==> src/rtl/core/rlp_pkg.sv <==
// Shared constants and types for the range-list text parser.
package rlp_pkg;

  localparam int MAX_DIGITS = 12;
  localparam int TEXT_W     = 8;
  localparam int VAL_W      = 40;
  localparam int CNT_W      = $clog2(MAX_DIGITS + 1);

  localparam logic [TEXT_W-1:0] CHAR_DASH  = 8'h2D;
  localparam logic [TEXT_W-1:0] CHAR_COMMA = 8'h2C;
  localparam logic [TEXT_W-1:0] CHAR_ZERO  = 8'h30;
  localparam logic [TEXT_W-1:0] CHAR_NINE  = 8'h39;

  localparam logic [VAL_W-1:0] VAL_MAX = {VAL_W{1'b1}};

  typedef struct packed {
    logic [VAL_W-1:0] range_base;
    logic [VAL_W-1:0] range_count;
    logic             parse_error;
    logic             from_final_char;
  } rlp_res_t;

  // Handoff of one result word from the parser to the output buffer.
  typedef struct packed {
    logic     valid;
    rlp_res_t res;
  } rlp_res_word_t;

endpackage

==> src/rtl/core/rlp_if.sv <==
// Valid/ready channel interfaces for the character and result words.
interface rlp_in_if
  import rlp_pkg::*;
();
  logic              valid;
  logic              ready;
  logic [TEXT_W-1:0] text_char;
  logic              final_char;

  modport source(output valid, text_char, final_char, input ready);
  modport sink(input valid, text_char, final_char, output ready);
endinterface

interface rlp_out_if
  import rlp_pkg::*;
();
  logic             valid;
  logic             ready;
  logic [VAL_W-1:0] range_base;
  logic [VAL_W-1:0] range_count;
  logic             parse_error;
  logic             from_final_char;

  modport source(output valid, range_base, range_count, parse_error, from_final_char,
                 input ready);
  modport sink(input valid, range_base, range_count, parse_error, from_final_char,
               output ready);
endinterface

==> src/rtl/core/rlp_parse.sv <==
// Input register, parser state and per-character next-state and result logic.
module rlp_parse
  import rlp_pkg::*;
(
  input  logic          clk,
  input  logic          rst,
  rlp_in_if.sink        in_ch,
  output rlp_res_word_t res_word,
  input  logic          res_ready
);

  logic              ir_valid;
  logic [TEXT_W-1:0] ir_char;
  logic              ir_final;

  logic [VAL_W-1:0] digit_value;
  logic [CNT_W-1:0] digit_count;
  logic [VAL_W-1:0] range_low_end;
  logic             awaiting_first;
  logic             halted;

  logic [VAL_W-1:0] digit_value_next;
  logic [CNT_W-1:0] digit_count_next;
  logic [VAL_W-1:0] range_low_end_next;
  logic             awaiting_first_next;
  logic             halted_next;

  logic             is_dash, is_comma, is_digit, take_digit;
  logic [3:0]       digit;
  logic [VAL_W-1:0] acc_value;
  logic [CNT_W-1:0] mid_count;
  logic [VAL_W-1:0] end_a, end_b, lo, hi, diff;
  logic [VAL_W:0]   cnt_wide;
  logic             emit, err, produce, fire;
  rlp_res_t         res;

  assign is_dash    = (ir_char == CHAR_DASH);
  assign is_comma   = (ir_char == CHAR_COMMA);
  assign is_digit   = (ir_char >= CHAR_ZERO) && (ir_char <= CHAR_NINE);
  assign take_digit = is_digit && (digit_count < CNT_W'(MAX_DIGITS));
  assign digit      = 4'(ir_char - CHAR_ZERO);

  // Times ten as two shifts and an add, wrapping at the value width.
  assign acc_value = (digit_value << 3) + (digit_value << 1) + VAL_W'(digit);

  always_comb begin
    if (is_dash) begin
      mid_count = '0;
    end else if (take_digit) begin
      mid_count = digit_count + CNT_W'(1);
    end else begin
      mid_count = digit_count;
    end
  end

  // One emit path serves both the comma and the end of the text.
  assign end_b    = take_digit ? acc_value : digit_value;
  assign end_a    = awaiting_first ? end_b : range_low_end;
  assign lo       = (end_a < end_b) ? end_a : end_b;
  assign hi       = (end_a < end_b) ? end_b : end_a;
  assign diff     = hi - lo;
  assign cnt_wide = {1'b0, diff} + (VAL_W+1)'(1);

  assign err  = !halted && is_comma && (digit_count == '0);
  assign emit = !halted && ((is_comma && (digit_count != '0)) ||
                            (ir_final && !is_comma && (mid_count != '0)));
  assign produce = ir_valid && (err || emit);

  always_comb begin
    res.range_base      = err ? '0 : lo;
    res.range_count     = err ? '0 : (cnt_wide[VAL_W] ? VAL_MAX : cnt_wide[VAL_W-1:0]);
    res.parse_error     = err;
    res.from_final_char = ir_final;
  end

  assign res_word.valid = produce;
  assign res_word.res   = res;

  // A word that gives no result moves on even while the output is stalled.
  assign fire        = ir_valid && (!produce || res_ready);
  assign in_ch.ready = !ir_valid || fire;

  always_comb begin
    digit_value_next    = digit_value;
    digit_count_next    = digit_count;
    range_low_end_next  = range_low_end;
    awaiting_first_next = awaiting_first;
    halted_next         = halted;
    if (ir_final) begin
      digit_value_next    = '0;
      digit_count_next    = '0;
      range_low_end_next  = '0;
      awaiting_first_next = 1'b1;
      halted_next         = 1'b0;
    end else if (!halted) begin
      if (is_dash) begin
        range_low_end_next  = digit_value;
        awaiting_first_next = 1'b0;
        digit_value_next    = '0;
        digit_count_next    = '0;
      end else if (is_comma) begin
        if (err) begin
          halted_next = 1'b1;
        end else begin
          digit_value_next    = '0;
          digit_count_next    = '0;
          awaiting_first_next = 1'b1;
        end
      end else if (take_digit) begin
        digit_value_next = acc_value;
        digit_count_next = mid_count;
      end
    end
  end

  always_ff @(posedge clk) begin
    if (rst) begin
      ir_valid <= 1'b0;
    end else if (in_ch.ready) begin
      ir_valid <= in_ch.valid;
    end
    if (in_ch.ready && in_ch.valid) begin
      ir_char  <= in_ch.text_char;
      ir_final <= in_ch.final_char;
    end
  end

  always_ff @(posedge clk) begin
    if (rst) begin
      digit_value    <= '0;
      digit_count    <= '0;
      range_low_end  <= '0;
      awaiting_first <= 1'b1;
      halted         <= 1'b0;
    end else if (fire) begin
      digit_value    <= digit_value_next;
      digit_count    <= digit_count_next;
      range_low_end  <= range_low_end_next;
      awaiting_first <= awaiting_first_next;
      halted         <= halted_next;
    end
  end

`ifndef SYNTHESIS
  a_halt_no_digits: assert property (@(posedge clk) disable iff (rst)
    halted |-> (digit_count == '0))
    else $error("parser halted with digits pending");

  a_count_bound: assert property (@(posedge clk) disable iff (rst)
    digit_count <= CNT_W'(MAX_DIGITS))
    else $error("digit count above limit");

  a_final_clears: assert property (@(posedge clk) disable iff (rst)
    fire && ir_final |=> awaiting_first && !halted && (digit_count == '0))
    else $error("state not cleared after final character");

  a_range_nonzero: assert property (@(posedge clk) disable iff (rst)
    res_word.valid && !res_word.res.parse_error |-> (res_word.res.range_count != '0))
    else $error("range result with zero count");
`endif

endmodule

==> src/rtl/core/rlp_out_buf.sv <==
// Output register that holds one result word until the sink takes it.
module rlp_out_buf
  import rlp_pkg::*;
(
  input  logic          clk,
  input  logic          rst,
  input  rlp_res_word_t res_word,
  output logic          res_ready,
  rlp_out_if.source     out_ch
);

  logic     valid;
  rlp_res_t res;

  assign res_ready = !valid || out_ch.ready;

  always_ff @(posedge clk) begin
    if (rst) begin
      valid <= 1'b0;
    end else if (res_ready) begin
      valid <= res_word.valid;
    end
    if (res_ready && res_word.valid) begin
      res <= res_word.res;
    end
  end

  assign out_ch.valid           = valid;
  assign out_ch.range_base      = res.range_base;
  assign out_ch.range_count     = res.range_count;
  assign out_ch.parse_error     = res.parse_error;
  assign out_ch.from_final_char = res.from_final_char;

`ifndef SYNTHESIS
  a_error_zero: assert property (@(posedge clk) disable iff (rst)
    valid && res.parse_error |-> (res.range_base == '0) && (res.range_count == '0))
    else $error("error word carries a range");

  a_load_when_free: assert property (@(posedge clk) disable iff (rst)
    res_word.valid && res_ready |=> valid)
    else $error("result word lost at output register");

  a_drain: assert property (@(posedge clk) disable iff (rst)
    valid && out_ch.ready && !res_word.valid |=> !valid)
    else $error("result word repeated");
`endif

endmodule

==> src/rtl/core/range_list_text_parser.sv <==
// Top level of the range-list text parser: input stage, parser and output register.
//
//   channel  dir  payload                                              word
//   in_ch    in   text_char[7:0], final_char                           one character
//   out_ch   out  range_base[39:0], range_count[39:0], parse_error,    one range or error
//                 from_final_char
//
// One character word is accepted per cycle unless a result waits on a stalled out_ch; its
// result is offered on out_ch once it has passed the input register, then the output register.
// The digit accumulate, end compare and count subtract sit between those two registers.
// rst (synchronous) empties both registers and clears the parser state.
// While out_ch is stalled with a full output register, characters that give no result
// still pass; a character that gives one waits in the input register.
module range_list_text_parser
  import rlp_pkg::*;
(
  input  logic      clk,
  input  logic      rst,
  rlp_in_if.sink    in_ch,
  rlp_out_if.source out_ch
);

  rlp_res_word_t res_word;
  logic          res_ready;

  rlp_parse u_parse (
    .clk       (clk),
    .rst       (rst),
    .in_ch     (in_ch),
    .res_word  (res_word),
    .res_ready (res_ready)
  );

  rlp_out_buf u_out_buf (
    .clk       (clk),
    .rst       (rst),
    .res_word  (res_word),
    .res_ready (res_ready),
    .out_ch    (out_ch)
  );

endmodule

==> src/flat_wrapper.sv <==
// flat-port wrapper written by rule: the top's interface ports become plain ports
module range_list_text_parser_flat import rlp_pkg::*;
  (clk, rst, in_ch_valid, in_ch_text_char, in_ch_final_char, in_ch_ready, out_ch_valid, out_ch_range_base, out_ch_range_count, out_ch_parse_error, out_ch_from_final_char, out_ch_ready);
  rlp_in_if in_ch_i ();
  rlp_out_if out_ch_i ();
  input  logic clk;
  input  logic rst;
  input wire logic [$bits(in_ch_i.valid)-1:0] in_ch_valid;
  input wire logic [$bits(in_ch_i.text_char)-1:0] in_ch_text_char;
  input wire logic [$bits(in_ch_i.final_char)-1:0] in_ch_final_char;
  output wire logic [$bits(in_ch_i.ready)-1:0] in_ch_ready;
  output wire logic [$bits(out_ch_i.valid)-1:0] out_ch_valid;
  output wire logic [$bits(out_ch_i.range_base)-1:0] out_ch_range_base;
  output wire logic [$bits(out_ch_i.range_count)-1:0] out_ch_range_count;
  output wire logic [$bits(out_ch_i.parse_error)-1:0] out_ch_parse_error;
  output wire logic [$bits(out_ch_i.from_final_char)-1:0] out_ch_from_final_char;
  input wire logic [$bits(out_ch_i.ready)-1:0] out_ch_ready;
  assign in_ch_i.valid = in_ch_valid;
  assign in_ch_i.text_char = in_ch_text_char;
  assign in_ch_i.final_char = in_ch_final_char;
  assign in_ch_ready = in_ch_i.ready;
  assign out_ch_valid = out_ch_i.valid;
  assign out_ch_range_base = out_ch_i.range_base;
  assign out_ch_range_count = out_ch_i.range_count;
  assign out_ch_parse_error = out_ch_i.parse_error;
  assign out_ch_from_final_char = out_ch_i.from_final_char;
  assign out_ch_i.ready = out_ch_ready;
  range_list_text_parser u_core (.clk(clk), .rst(rst), .in_ch(in_ch_i), .out_ch(out_ch_i));
endmodule
==> config.mk <==
export PLATFORM = sky130hd
export DESIGN_NAME = range_list_text_parser_flat
export DESIGN_NICKNAME = d
export VERILOG_FILES = /design/src/rtl/core/rlp_pkg.sv /design/src/rtl/core/rlp_if.sv /design/src/rtl/core/rlp_parse.sv /design/src/rtl/core/rlp_out_buf.sv /design/src/rtl/core/range_list_text_parser.sv /design/src/flat_wrapper.sv
export SDC_FILE = /design/constraint.sdc
export NUM_CORES = 1
export LEC_CHECK = 0
export ABC_CLOCK_PERIOD_IN_PS = 13730
export BUFFER_PORTS_ARGS = -buffer_cell sky130_fd_sc_hd__buf_2
export CAP_MARGIN = 10
export CELL_PAD_IN_SITES_DETAIL_PLACEMENT = 0
export CELL_PAD_IN_SITES_GLOBAL_PLACEMENT = 2
export CORE_UTILIZATION = 30
export CTS_BUF_LIST = sky130_fd_sc_hd__clkbuf_2 sky130_fd_sc_hd__clkbuf_4 sky130_fd_sc_hd__clkbuf_8
export DETAILED_ROUTE_END_ITERATION = 12
export PLACE_DENSITY_LB_ADDON = 0.1
export SLEW_MARGIN = 15
export SYNTH_ARGS = -nofsm -noshare
export SYNTH_HDL_FRONTEND = slang
export SYNTH_SLANG_ARGS = --single-unit
==> constraint.sdc <==
create_clock -name clk -period 13.73 [get_ports clk]
set_input_delay 2.746 -clock clk [delete_from_list [all_inputs] [get_ports clk]]
set_output_delay 2.746 -clock clk [all_outputs]
set_load 0.03 [all_outputs]
==> metrics.cfg, run 1 <==
[critical_path]
path_max_fanout = 45
regToRegSetupSlack_ps = 2300
crit_arrival_ps = 11830
cp_data_required_time_ps = 14130
cp-start-kind = flip-flop
cp-end-kind = flip-flop
startpoint = u_core.u_parse.digit_value[0]$_SDFFE_PP0P_
cp_slowest_stage_delay_ps = 640
r2r_cells = 39
crit_type = flip-flop to flip-flop
crit-reg2reg-capture = u_core.u_out_buf.out_ch.range_count[6]$_SDFFCE_PP0P_
rr_startpoint = u_core.u_parse.digit_value[0]$_SDFFE_PP0P_
cpMaxStageDelayCell = o311ai_1

[sta]
setup_viol = 0
slew_violations = 0
finalClockSkew_ps = 16.76
hold_viol = 0
tightestPinTransition_ps = 1068
tns_ps = 0
rsz0062_at_grt = false
hold_slack_ps = 505.2
fmax_ghz = 0.08746
period_needed_ps = 11430
relSlewSlack_pct = 28.82
min_period_over_period_pct = 83.27

[clocking]
path_clk_slew_ps = 110
cts_inserted_buffers = 17
clock_path_buffers = 2
cts.sinks = 179
postCtsSetupRepairBufs = 0
cts_resized = 0
clk_latency_ps = 570
h-tree-depth = 4
postCtsHoldBufs = 0
cts_root_buffer = clkbuf_8
cts_tree = yes

[routing]
drtIter0Drc = 944
ant_nets = 0
remaining_drc_errors = 0
wl_met2_mm = 29.21
via_per_inst = 5.635
drt-pass1-iter-count = 5
top_layer = met4
vias = 15250
post_drt_wl_per_cell_um = 21.95
dr_wl_met3_mm = 1.580
wl_met1_mm = 27.18
wirelength_mm = 59.43

[grt]
grt_use_total_pct = 21.53
antenna_found_initial = 1
overflow = 0
grt_pass1_vias = 14890
grt_max_degree = 70
grt_pass1_wl_mm = 91.08

[yosys]
synth_warnings = 0
yosysSeqAreaShare_pct = 27.55
async_flop_share_pct = 0
synth_nets = 2131
yosysTopAreaCell = edfxtp_1
yosys-top-cells-area = edfxtp_1 (17%), dfxtp_1 (11%), ha_1 (10%)
synthCells = 1986
synthDistinctLibCells = 113
synth_top_area_share_pct = 16.75
synth_edf_count = 91
avgSynthCellArea_sq_um = 8.213
yosysMostFrequentCell = nand2_1
synth_commonest_cells = nand2_1 (201), nor2_1 (194), ha_1 (130), a21oi_1 (125), o21ai_0 (99)
yosys_most_used_dff = edfxtp_1
ys_ff_latch = 179
synth_area_sq_um = 16310

[power]
netSwitchingFraction_pct = 33.12
leakage_nw = 7.070
vdd_ir_drop_max_mv = 0.07086
p_per_area_nw_per_um2 = 66.18
seqPwrFrac_pct = 49.0
switchingPower_uw = 387.3
clkPwrFrac_pct = 31.9
p_comb_share_pct = 19.1
p_int_uw = 782.0

[min_path]
hp-class = flip-flop to flip-flop
hold-path-cell-count = 2
whs_endpoint = u_core.u_parse.digit_value[39]$_SDFFE_PP0P_
hold_path_startpoint = u_core.u_parse.digit_value[39]$_SDFFE_PP0P_

[floorplanning]
num_rows = 85
die_area_sq_um = 55310
die-height_um = 235.2
core_sq_um = 53810
io_pins = 97
die_w_um = 235.2
initial_core_util_pct = 30.31

[cells_and_area]
final_nets = 2141
utilization_pct = 32.83
register_area_sq_um = 4498
multiInputGateArea_sq_um = 11020
fillers = 5735
syn_to_final_growth_pct = 8.315
layout-drive-gt1-share_pct = 12.29

[outcome]
status = finished, final reports clean

[place]
place_congestion = 0.8292
port-buffer-count = 96
hpwl_mm = 45.30

[flow_run]
drv_cap = 0

[worst max-delay path, delay by kind of cell, from the launching register on]
kind / cells / cell delay (ps)
compound gates: 13 / 3470
simple gates: 17 / 4930
xor+xnor: 2 / 380
fa+ha+maj: 4 / 1490
flops: 1 / 410
buf+inv: 2 / 150
mux: 1 / 350
[metrics by stage]
step	cells	instance area (sq um)	worst slack (ps)	total power, mW
after CTS	2705	17660	2251	1.191
after detailed placement	2673	17290	2332	0.8083
after floorplan	1986	16310	3833	0.7513
after global routing	2706	17670	1126	1.227
final	2707	17670	2297	1.169
after global placement	2673	17290	2542	0.8078
[per-layer routing]
layer | global-route usage, % | up-vias
met5 | 0 | -
met4 | 7.456 | 0
met3 | 2.556 | 60
met2 | 37.60 | 284
met1 | 27.26 | 7327
li1 | - | 7582
[cells by family after synthesis]
group | share of synthesized area, %
muxes | 2.899
adders and majority gates | 10.22
xor gates and xnor gates | 4.027
and+or+nand+nor | 23.13
AOI/OAI and AO/OA | 27.14
buffers and inverters | 5.039
DFF | 27.55
[power by group through the flow]
stage	combinational [mW]	clock (mW)	sequential [mW]
finish	0.223	0.373	0.573
global route	0.246	0.407	0.574
CTS	0.224	0.394	0.574
detailed placement	0.223	0	0.586
global placement	0.222	0	0.586
floorplan	0.164	0	0.587
[how the worst max path moves through the flow]
stage | end | cells after the start
2_1_floorplan | u_core.u_out_buf.out_ch.range_count[39]$_SDFFCE_PP0P_ | 47
3_3_place_gp | u_core.u_out_buf.out_ch.range_count[8]$_SDFFCE_PP0P_ | 39
3_5_place_dp | u_core.u_out_buf.out_ch.range_count[6]$_SDFFCE_PP0P_ | 39
4_1_cts | u_core.u_out_buf.out_ch.range_count[6]$_SDFFCE_PP0P_ | 39
5_1_grt | u_core.u_out_buf.out_ch.range_count[29]$_SDFFCE_PP0P_ | 39
6_report | u_core.u_out_buf.out_ch.range_count[6]$_SDFFCE_PP0P_ | 39
[flip-flops by register name (all words and copies together) (netlist names)]
register	cells
u_core.u_parse.ir_char	8
u_core.u_out_buf.out_ch.range_count	40
u_core.u_parse.ir_final	1
u_core.u_parse.range_low_end	40
u_core.u_parse.halted	1
u_core.u_parse.ir_valid	1
u_core.u_out_buf.out_ch.parse_error	1
u_core.u_parse.digit_count	4
u_core.u_out_buf.out_ch.range_base	40
u_core.u_out_buf.out_ch.from_final_char	1
u_core.u_parse.awaiting_first	1
u_core.u_out_buf.out_ch.valid	1
u_core.u_parse.digit_value	40
[cell type report]
| type | instances | share of cell area (%) |
|---|---|---|
| Multi-Input combinational cell | 1615 | 62.40 |
| Sequential cell | 179 | 25.46 |
| Tap cell | 696 | 4.929 |
| Timing Repair Buffer | 120 | 3.739 |
| Inverter | 63 | 1.338 |
| Clock buffer | 17 | 1.324 |
| Clock inverter | 15 | 0.7861 |
| Antenna cell | 2 | 0.02833 |
[cells in the final DEF, fill, tap and decap left out, types with 10 or more instances in the layout]
| master | instances |
|---|---|
| o31a_1 | 11 |
| nor2_1 | 193 |
| inv_1 | 62 |
| and3_1 | 27 |
| edfxtp_1 | 91 |
| a211oi_1 | 52 |
| a32oi_1 | 10 |
| o21ai_2 | 10 |
| a21o_1 | 23 |
| dfxtp_1 | 87 |
| clkbuf_8 | 17 |
| mux2i_1 | 36 |
| o21ai_0 | 99 |
| o21bai_1 | 11 |
| nor2b_1 | 19 |
| o31ai_1 | 13 |
| nand2_1 | 201 |
| xnor2_1 | 40 |
| nand4_1 | 42 |
| a22oi_1 | 44 |
| and4_1 | 15 |
| a21oi_1 | 125 |
| buf_4 | 24 |
| mux2_2 | 10 |
| xor2_1 | 30 |
| o21ai_1 | 17 |
| nand3_1 | 54 |
| ha_1 | 130 |
| o21a_1 | 15 |
| o211ai_1 | 17 |
| buf_2 | 96 |
| a31oi_1 | 28 |
| nor4_1 | 22 |
| nor3_1 | 52 |
| or3_1 | 17 |
| or2_2 | 12 |
| and2_1 | 21 |
No activity file was read; power rests on OpenSTA's default activity.
==> inputs of run 2 (changes only) <==
Settings changed: ABC_CLOCK_PERIOD_IN_PS 13730 to 10900.
Clock period 13.73 ns to 10.9 ns, I/O delays scaled along.
==> metrics.cfg, run 2 (same netlist as run 1, synthesis figures left out) <==
[cells_and_area]
utilization_pct = 33.32
syn_to_final_growth_pct = 9.910
layout-drive-gt1-share_pct = 13.51
final_cell_area_sq_um = 17930
mostFrequentLayoutCell = nand2_1
fillers = 5731
finalNonFillerCells = 2733
layout_common_cells = nand2_1 (201), nor2_1 (193), ha_1 (130)
final_nets = 2168

[grt]
grt_max_degree = 113
grt_pass1_wl_mm = 92.67
antenna_found_initial = 1
grt_use_total_pct = 21.88
overflow = 0
grt_pass1_vias = 15200

[place]
post-place-ws_ps = 785.3
port-buffer-count = 96
place_congestion = 0.8644
dpl_cell_area_sq_um = 17510
hpwl_mm = 45.46
dp.cells = 2700

[sta]
min_period_over_period_pct = 91.46
tns_ps = 0
setup_viol = 0
hold_slack_ps = 512.0
slew_violations = 0
relSlewSlack_pct = 19.48
rsz0062_at_grt = false
tightestPinTransition_ps = 1174
fmax_ghz = 0.1003
hold_viol = 0
finalClockSkew_ps = 20.75
period_needed_ps = 9969
timing.final.ws_setup_ps = 930.9

[critical_path]
cp-end-kind = flip-flop
path_buf_inv = 5
crit_type = flip-flop to flip-flop
cp_slowest_stage_delay_ps = 540
regToRegSetupSlack_ps = 930
rr_startpoint = u_core.u_parse.digit_value[0]$_SDFFE_PP0P_
path_delay_family = simple AND/OR/NAND/NOR gates
crit_arrival_ps = 10370
cp_data_required_time_ps = 11300
crit-reg2reg-capture = u_core.u_out_buf.out_ch.range_count[38]$_SDFFCE_PP0P_
cpMaxStageDelayCell = fa_1
r2r_cells = 42
cp-start-kind = flip-flop
crit_cells = 42
path_max_fanout = 10

[clocking]
h-tree-depth = 4
cts_resized = 0
cts_inserted_buffers = 17
clock_path_buffers = 2
postCtsHoldBufs = 0
cts_tree = yes
cts_root_buffer = clkbuf_8
path_clk_slew_ps = 110
cts.sinks = 179
postCtsSetupRepairBufs = 0
clk_latency_ps = 580

[min_path]
hold-path-cell-count = 2
hp-class = flip-flop to flip-flop
whs_endpoint = u_core.u_parse.digit_value[39]$_SDFFE_PP0P_
hold_path_startpoint = u_core.u_parse.digit_value[39]$_SDFFE_PP0P_

[power]
vdd_ir_drop_max_mv = 0.09564
leakage_nw = 7.224
design_power_total_mw = 1.518
p_per_area_nw_per_um2 = 84.66

[floorplanning]
die-height_um = 235.2
die_area_sq_um = 55310
num_rows = 85
io_pins = 97
core_sq_um = 53810
initial_core_util_pct = 30.31
die_w_um = 235.2

[routing]
wirelength_mm = 60.09
drtIter0Drc = 990
remaining_drc_errors = 0
vias = 15470
via_per_inst = 5.660
ant_nets = 0
post_drt_wl_per_cell_um = 21.99
drt-pass1-iter-count = 6

[outcome]
status = finished, final reports clean

[flow_run]
drv_cap = 0

==> run 2: changes by cell type in the layout (fill, tap and decap cells not counted) <==
cell	change
inv_12	+2
a221oi_2	-1
a221oi_4	+1
diode_2	-1
inv_6	-3
buf_12	+1
clkinv_2	-1
inv_8	+2
buf_4	+26
clkinv_1	-1
clkinv_8	+1
==> run 2: worst max-delay path by stage <==
stage	startpoint	endpoint	slack (ps)
floorplan	u_core.u_parse.digit_value[0]$_SDFFE_PP0P_	u_core.u_out_buf.out_ch.range_count[39]$_SDFFCE_PP0P_	1000
global placement	u_core.u_parse.digit_value[0]$_SDFFE_PP0P_	u_core.u_out_buf.out_ch.range_count[38]$_SDFFCE_PP0P_	1060
detailed placement	u_core.u_parse.digit_value[0]$_SDFFE_PP0P_	u_core.u_out_buf.out_ch.range_count[38]$_SDFFCE_PP0P_	790
CTS	u_core.u_parse.digit_value[0]$_SDFFE_PP0P_	u_core.u_out_buf.out_ch.range_count[38]$_SDFFCE_PP0P_	700
global route	u_core.u_parse.digit_value[0]$_SDFFE_PP0P_	u_core.u_out_buf.out_ch.range_count[4]$_SDFFCE_PP0P_	120
finish	u_core.u_parse.digit_value[0]$_SDFFE_PP0P_	u_core.u_out_buf.out_ch.range_count[38]$_SDFFCE_PP0P_	930
==> run 2: final cells by class <==
type	instances	area [sq um]	share of cell area, %
inverters	63	236.5	1.319
clock inverters	15	175.2	0.9770
flip-flops and latches	179	4498	25.09
well taps	696	870.8	4.857
repair buffers	147	875.8	4.885
multi-input cells	1615	11040	61.55
diodes	1	2.502	0.01396
clock buffers	17	234.0	1.305
==> run 2: per-layer routing <==
layer	wire length, um	track usage (%)	vias up
met5	0	0	-
met4	2225	9.829	0
met3	1437	2.533	82
met2	29500	38.14	279
met1	26930	26.97	7490
li1	-	-	7618
==> run 2: worst min-delay path, cell delays in order (launching register included) <==
cell and delay [ps]:
dfxtp_1 350, nand2_1 50, o21ai_0 70
==> run 2: power by group <==
part | total (mW) | switching [mW] | internal [mW]
Sequential | 0.722 | 0.00273 | 0.720
Clock | 0.506 | 0.329 | 0.177
Combinational | 0.289 | 0.185 | 0.105
Total | 1.52 | 0.517 | 1.00
==> inputs of run 3 (changes only) <==
Settings changed: SYNTH_HIERARCHICAL from default to 1.
==> metrics.cfg, run 3 <==
[yosys]
yosysSeqAreaShare_pct = 28.69
ys_ff_latch = 179
yosysTopAreaCell = edfxtp_1
yosys-top-cells-area = edfxtp_1 (17%), dfxtp_1 (11%), ha_1 (9.6%)
synth_area_sq_um = 15660
synth_warnings = 6
synth_top_area_share_pct = 17.45
avgSynthCellArea_sq_um = 8.230
synth_edf_count = 91
async_flop_share_pct = 0
synth_commonest_cells = nand2_1 (195), nor2_1 (191), a21oi_1 (133), ha_1 (120), edfxtp_1 (91)
synthDistinctLibCells = 107
yosys_most_used_dff = edfxtp_1
yosysMostFrequentCell = nand2_1
synth_nets = 2038
synthCells = 1903

[routing]
ant_nets = 0
post_drt_wl_per_cell_um = 22.36
wirelength_mm = 58.89
vias = 14710
drt-pass1-iter-count = 5
via_per_inst = 5.585
remaining_drc_errors = 0
drtIter0Drc = 911

[critical_path]
crit_type = flip-flop to flip-flop
crit_arrival_ps = 10630
cp_data_required_time_ps = 11300
cp_slowest_stage_delay_ps = 620
cp-end-kind = flip-flop
cpMaxStageDelayCell = or4_4
r2r_cells = 42
path_max_fanout = 38
cp-start-kind = flip-flop
crit_path_frequent_cell = a21oi_1

[cells_and_area]
mostFrequentLayoutCell = nand2_1
fillers = 5508
multiInputGateArea_sq_um = 10430
final_nets = 2074
register_area_sq_um = 4498
syn_to_final_growth_pct = 10.46
layout_common_cells = nand2_1 (195), nor2_1 (189), a21oi_1 (133)
layout-drive-gt1-share_pct = 14.91

[power]
p_comb_share_pct = 20.6
switchingPower_uw = 481.7
clkPwrFrac_pct = 31.2
p_int_mw = 1.020
seqPwrFrac_pct = 48.2
p_per_area_nw_per_um2 = 86.82
leakage_nw = 6.889
vdd_ir_drop_max_mv = 0.07775
netSwitchingFraction_pct = 32.07

[place]
place_congestion = 0.8486
port-buffer-count = 96
hpwl_mm = 44.11

[sta]
period_needed_ps = 10230
slew_violations = 0
min_period_over_period_pct = 93.86
fmax_ghz = 0.09774
hold_slack_ps = 507.5
finalClockSkew_ps = 23.28
setup_viol = 0
hold_viol = 0
relSlewSlack_pct = 24.97
tightestPinTransition_ps = 1125
tns_ps = 0

[grt]
grt_max_degree = 67
grt_pass1_vias = 14500
overflow = 0
grt_use_total_pct = 22.29
grt_pass1_wl_mm = 90.10
antenna_found_initial = 1

[clocking]
h-tree-depth = 4
clk_latency_ps = 590
cts_tree = yes
path_clk_slew_ps = 100
cts.sinks = 179
cts_root_buffer = clkbuf_8
cts_inserted_buffers = 17
clock_path_buffers = 2

[floorplanning]
initial_core_util_pct = 30.47
die_area_sq_um = 53130
core_sq_um = 51410
die-height_um = 230.5
die_w_um = 230.5
io_pins = 97
num_rows = 83

[min_path]
hp-class = flip-flop to flip-flop
hold-path-cell-count = 2

[outcome]
status = finished, final reports clean

[flow_run]
drv_cap = 0

-- run 3: kinds of logic after synthesis --
| family | synth area share (%) |
|---|---|
| DFF | 28.69 |
| muxes | 2.476 |
| buffers and inverters | 5.336 |
| AOI/OAI and AO/OA | 27.03 |
| xor gates and xnor gates | 4.362 |
| and+or+nand+nor | 22.26 |
| adders and majority gates | 9.842 |
-- run 3: cell type report --
type | instances | area share (%)
repair buffers | 161 | 5.691
well taps | 680 | 4.918
multi-input cells | 1537 | 60.30
clock buffers | 18 | 1.396
flip-flops and latches | 179 | 26.00
diodes | 2 | 0.02893
inverters | 43 | 0.9401
clock inverters | 14 | 0.7304
-- run 3: path summary, 6_finish.rpt --
path / start / slack, ps / end
max: u_core/u_parse/digit_value[2]$_SDFFE_PP0P_ / 670 / u_core/u_out_buf/out_ch.range_count[5]$_DFFE_PP_
min: u_core/u_parse/digit_value[39]$_SDFFE_PP0P_ / 510 / u_core/u_parse/digit_value[39]$_SDFFE_PP0P_
max reg2reg: u_core/u_parse/digit_value[2]$_SDFFE_PP0P_ / 670 / u_core/u_out_buf/out_ch.range_count[5]$_DFFE_PP_
min reg2reg: u_core/u_parse/digit_value[39]$_SDFFE_PP0P_ / 510 / u_core/u_parse/digit_value[39]$_SDFFE_PP0P_
-- run 3: worst max-delay path: cells and delay by family (launching register included) --
kind                     cells  cell delay [ps]
AO/OA/AOI/OAI               17             3850
XOR/XNOR                     2              310
multiplexers                 1              180
AND/OR/NAND/NOR             12             2760
adder cells (fa/ha/maj)      4             1570
flip-flops                   1              410
buffers and inverters        6              930
-- run 3: power groups by stage --
stage / clock network, mW / registers, mW / logic [mW]
2_1_floorplan: 0 / 0.741 / 0.217
3_3_place_gp: 0 / 0.740 / 0.305
3_5_place_dp: 0 / 0.740 / 0.307
4_1_cts: 0.490 / 0.724 / 0.309
5_1_grt: 0.512 / 0.725 / 0.340
6_report: 0.469 / 0.724 / 0.309
-- run 3: timing repair --
| action | 4_1_cts | 5_1_grt |
|---|---|---|
| cloned | 0 | 0 |
| setup buffers | 0 | 5 |
| setup endpoints to repair | 7 | 40 |
| resized for setup | 1 | 13 |
| pin swaps | 0 | 6 |
| hold buffers | 0 | 0 |
-- run 3: routing by layer --
layer	GRT usage [%]	up-vias	part of all wire [%]
met4	5.236	0	1.5
met3	2.977	45	2.5
met5	0	-	0
li1	-	7269	-
met2	39.90	231	51
met1	28.10	7165	45
-- run 3: through the flow --
stage	worst slack [ps]	power, mW	cells	utilization [%]	cell area [sq um]
2_1_floorplan	648.0	0.9583	1903	-	15660
3_3_place_gp	204.8	1.045	2595	32.73	16820
3_5_place_dp	11.57	1.047	2595	32.73	16820
4_1_cts	70.63	1.524	2627	33.44	17190
5_1_grt	-22.07	1.576	2633	33.65	17300
6_report	668.8	1.502	2634	33.66	17300
